===== src/rmq_pkg.sv =====
// ============================================================================
// rmq_pkg: shared constants and types for the range majority query block
// Sizes, action codes and the controller/datapath command and status groups.
// ============================================================================
package rmq_pkg;

   // Storage size
   localparam int MAX_LEN    = 1024;
   localparam int VALUE_BITS = 16;
   localparam int ADDR_W     = $clog2(MAX_LEN);
   localparam int CNT_W      = $clog2(MAX_LEN + 1);

   // Fixed field widths
   localparam int ACT_W = 2;
   localparam int VAL_W = 16;
   localparam int POS_W = 11;
   localparam int MAJ_W = 16;

   // Action codes
   localparam logic [ACT_W-1:0] ACT_CLEAR  = 2'd0;
   localparam logic [ACT_W-1:0] ACT_APPEND = 2'd1;
   localparam logic [ACT_W-1:0] ACT_QUERY  = 2'd2;

   // Controller to datapath
   typedef struct packed {
      logic clear;   // empty the sequence
      logic append;  // store incoming value, set up append result
      logic start;   // latch query range, zero vote/count state
      logic reject;  // invalid query, error result
      logic issue;   // read current address, advance
      logic pass;    // 0: vote pass, 1: count pass (qualifies issue)
      logic rewind;  // address back to range start
      logic finish;  // load output register
   } cmd_type;

   // Datapath to controller
   typedef struct packed {
      logic req_ok;    // incoming query range is valid
      logic at_last;   // address is at range end
      logic out_free;  // output register can take a result
   } status_type;

endpackage


===== src/rmq_ctrl.sv =====
// ============================================================================
// rmq_ctrl: request sequencer
// Accepts requests, runs the vote and count scans, hands off results.
// ============================================================================
module rmq_ctrl
   import rmq_pkg::*;
(
   input  logic             clock,
   input  logic             reset,
   input  logic             req_valid,
   output logic             req_ready,
   input  logic [ACT_W-1:0] req_action,
   input  status_type       status,
   output cmd_type          cmd
);

   localparam logic [2:0] ST_IDLE   = 3'd0;
   localparam logic [2:0] ST_VOTE   = 3'd1;
   localparam logic [2:0] ST_VDRAIN = 3'd2;
   localparam logic [2:0] ST_COUNT  = 3'd3;
   localparam logic [2:0] ST_CDRAIN = 3'd4;
   localparam logic [2:0] ST_DONE   = 3'd5;

   logic [2:0] state_ff, state_in;
   logic       accept;

   assign req_ready = (state_ff == ST_IDLE);
   assign accept    = req_valid && req_ready;

   always_comb begin
      state_in = state_ff;
      cmd      = '0;
      unique case (state_ff)
         ST_IDLE: begin
            if (accept) begin
               unique case (req_action)
                  ACT_CLEAR: begin
                     cmd.clear = 1'b1;
                  end
                  ACT_APPEND: begin
                     cmd.append = 1'b1;
                     state_in   = ST_DONE;
                  end
                  ACT_QUERY: begin
                     if (status.req_ok) begin
                        cmd.start = 1'b1;
                        state_in  = ST_VOTE;
                     end else begin
                        cmd.reject = 1'b1;
                        state_in   = ST_DONE;
                     end
                  end
                  default: ;  // unused code: dropped
               endcase
            end
         end
         ST_VOTE: begin
            cmd.issue = 1'b1;
            if (status.at_last) begin
               state_in = ST_VDRAIN;
            end
         end
         ST_VDRAIN: begin
            cmd.rewind = 1'b1;
            state_in   = ST_COUNT;
         end
         ST_COUNT: begin
            cmd.issue = 1'b1;
            cmd.pass  = 1'b1;
            if (status.at_last) begin
               state_in = ST_CDRAIN;
            end
         end
         ST_CDRAIN: begin
            state_in = ST_DONE;
         end
         ST_DONE: begin
            if (status.out_free) begin
               cmd.finish = 1'b1;
               state_in   = ST_IDLE;
            end
         end
         default: begin
            state_in = ST_IDLE;
         end
      endcase
   end

   always_ff @(posedge clock) begin
      if (reset) begin
         state_ff <= ST_IDLE;
      end else begin
         state_ff <= state_in;
      end
   end

endmodule


===== config.mk =====
export PLATFORM = sky130hd
export DESIGN_NAME = rmq_ctrl
export DESIGN_NICKNAME = d
export VERILOG_FILES = /design/src/rmq_pkg.sv /design/src/rmq_ctrl.sv
export SDC_FILE = /design/constraint.sdc
export NUM_CORES = 1
export LEC_CHECK = 0
export BUFFER_PORTS_ARGS = -buffer_cell sky130_fd_sc_hd__buf_2
export CAP_MARGIN = 20
export CORE_AREA = 2 2 39 41
export DETAILED_ROUTE_END_ITERATION = 10
export DIE_AREA = 0 0 41 43
export GPL_TIMING_DRIVEN = 0
export SLEW_MARGIN = 20
export SYNTH_ARGS = -nofsm -noshare
export SYNTH_HDL_FRONTEND = slang
export SYNTH_SLANG_ARGS = --single-unit

===== constraint.sdc =====
create_clock -name clock -period 1.4 [get_ports clock]
set_clock_uncertainty 0.1 [all_clocks]
set_input_delay 0.35 -clock clock [delete_from_list [all_inputs] [get_ports clock]]
set_output_delay 0.35 -clock clock [all_outputs]
set_load 0.1 [all_outputs]

==> metrics.md <==
| Metric | Value |
|---|---|
| Outcome | finished, violations left |
| Failing checks | negative setup slack |
| Hold Crit Class | in -> reg |
| Max Freq | 0.5423 GHz |
| Synthesized cell area | 270.3 µm² |
| Final cycle utilization of the critical path | 131.7% |
| Synth Instances | 30 |
| Average cell area after synthesis | 9.009 µm² |
| Nets | 70 |
| Final HPWL DP | between 500 and 600 µm |
| Largest stage delay, worst path | 300 ps |
| Reg with most FFs | state_ff |
| Max VDD drop | ~920 µV |
| Final WL | 975 µm |
| Crit end category | output port |
| Setup CP Type | reg -> out |
| Vias per cell | between 4 and 5 |
| Clk slew on worst S/H paths | 40 ps |
| Syn_nets | 38 |
| Number of global-route vias before repair | 360 |
| CTS tree | built |
| Max_slew headroom | 85.94% |
| Register area share after synthesis | about 22% |
| Synth warnings | 0 |
| Commonest non-fill, non-tap cells in the layout | buf_12, buf_6, buf_2, buf_4 |
| Initial core utilization | 19.53% |
| Crit-path slowest cell | dfxtp_1 |
| Clock Latency Late Sink | 230 ps |
| Max reg flops | 3 |
| Number of clock sinks | 3 |
| Synthesis-to-finish area growth | 169.0% |
| # rows | 14 |
| CTS hold repair buffers | 0 |
| Setup tns final | -3286 ps |
| Clock tree buffer depth | 2 |
| Slew Viols, Final | 0 |
| Initial antenna violation count | 0 |
| Pin count of the biggest net entering global routing | 9 |
| Final ANT Viol Nets | 0 |
| Top Registers | state_ff (3) |
| Die width | 41 µm |
| Worst-Margin Slew | ~210 ps |
| Die footprint | roughly 1800 µm² |
| Top-Level Pins | 17 |
| Worst Setup Start Kind | flop |
| Filler cells | 131 |
| DRC | 0 |
| RSZ-0062 raised after global routing | true |
| Diodes inserted | 0 |
| GP Congestion | roughly 0.60 |
| 1st-iter DRT viols | 0 |
| Total of max-cap violations | 0 |
| Synth cell types | 22 |
| Final setup margin | -444.1 ps |
| Data required, critical path | 950 ps |
| Count of final setup violators | 10 |
| PwrDens | approximately 1500 nW/µm² |
| Worst-path maximum fanout | 4 |
| DP Cell Count | 62 |
| Final std cells w/o fill | 77 |
| Most common cell after layout, fill and taps aside | buf_12 |
| Crit path DAT | 1390 ps |
| Total congestion overflow | 0 |
| First drt pass iteration count | 1 |
| GRT Util Overall | 12.66% |
| Tmin final | 1844 ps |
| Core ar. | 1384 µm² |
| Cell breakdown of the critical path | buf_6 -> nor3_4 -> nand2_4 -> nor3b_4 -> buf_12 |
| Worst slack, placed | -492.0 ps |
| Die Ht | 43 µm |
| CTS HTree Levels | 1 |
| CTS buffer count | 3 |
| Root Driver | clkbuf_4 |
| First-pass GRT wire length | ~1500 µm |
| Port Buffer Count | 16 |
| Final hold vios | 0 |
| Vias | 352 |
| Leakage power | between 0.3 and 0.4 nW |
| Share of cells above drive strength 1 | between 80 and 90% |
| Post-synthesis register bit count | 3 |
| Wirelength per Cell | 12.66 µm |
per-stage QoR:
stage / util [%] / hold slack [ps] / power, W / instance area, µm²
after floorplan: - / 325.7 / 0.0005526 / 334.1
after global placement: 31.37 / 466.0 / 0.0006226 / 434.2
after global routing: 52.53 / 216.7 / 0.001128 / 726.9
after detailed placement: 31.37 / 476.4 / 0.0006222 / 434.2
after CTS: 50.00 / 226.0 / 0.001027 / 691.9
final: 52.53 / 232.7 / 0.001064 / 726.9
final timing paths:
check / start / end / slack [ps] / depth (start not counted)
max: state_ff[2]$_SDFFE_PP0P_ / cmd[6] / -440 / 5
min: reset / state_ff[2]$_SDFFE_PP0P_ / 230 / 2
min reg2reg: state_ff[2]$_SDFFE_PP0P_ / state_ff[1]$_SDFFE_PP0P_ / 450 / 2
max reg2reg: state_ff[1]$_SDFFE_PP0P_ / state_ff[2]$_SDFFE_PP0P_ / -310 / 6
synth_stat cells, drive strengths merged:
library cell,n,area [µm²]
buf,3,23.77
nor3,3,20.02
inv,1,3.750
or4b,1,13.76
mux2,1,11.26
nor2,1,3.750
nor2b,2,12.51
and4b,1,10.01
nand4,1,6.260
nor3b,3,22.52
dfxtp,3,60.06
nand2,2,7.510
a21boi,1,7.510
a221o,1,10.01
and4,1,8.760
a311o,1,10.01
xor2,2,17.52
a311oi,1,15.01
and3,1,6.260
timing repair:
item / in CTS / in global routing
setup endpoints to repair: 9 / 10
pin swaps: 3 / 5
buffers inserted: 8 / 6
gates resized for setup: 45 / 7
cell type report:
type | count | area, µm² | area share [%]
buffer | 1 | 11.26 | 1.549
clock buffer | 4 | 26.28 | 3.614
multi-input combinational | 23 | 260.3 | 35.80
tap | 16 | 20.02 | 2.754
sequential | 3 | 67.56 | 9.294
timing repair buffer | 29 | 335.3 | 46.13
inverter | 1 | 6.256 | 0.8606
critical path: cells and delay by family, from the launching register on:
kind	cells	cell delay, ps
buffers and inverters	2	330
and+or+nand+nor	3	520
DFF	1	300
where the power goes:
group | internal (W) | switching [W]
Clock | 0.000107 | 0.0000473
Sequential | 0.000109 | 0.0000188
Combinational | 0.000348 | 0.000434
kinds of logic after synthesis:
| family | share of synthesized area (%) |
|---|---|
| flops | 22.22 |
| mux | 4.166 |
| simple gates | 41.20 |
| compound gates | 15.74 |
| buf+inv | 10.18 |
| xor+xnor | 6.483 |
metal layers:
layer	vias up	share of wire (%)	global-route usage (%)
met3	0	8.5	6.806
met5	-	0	0
li1	175	-	-
met2	18	52	19.38
met1	159	39	13.55
met4	0	0	6.000
Note: power is estimated with default switching activity, not from simulation.
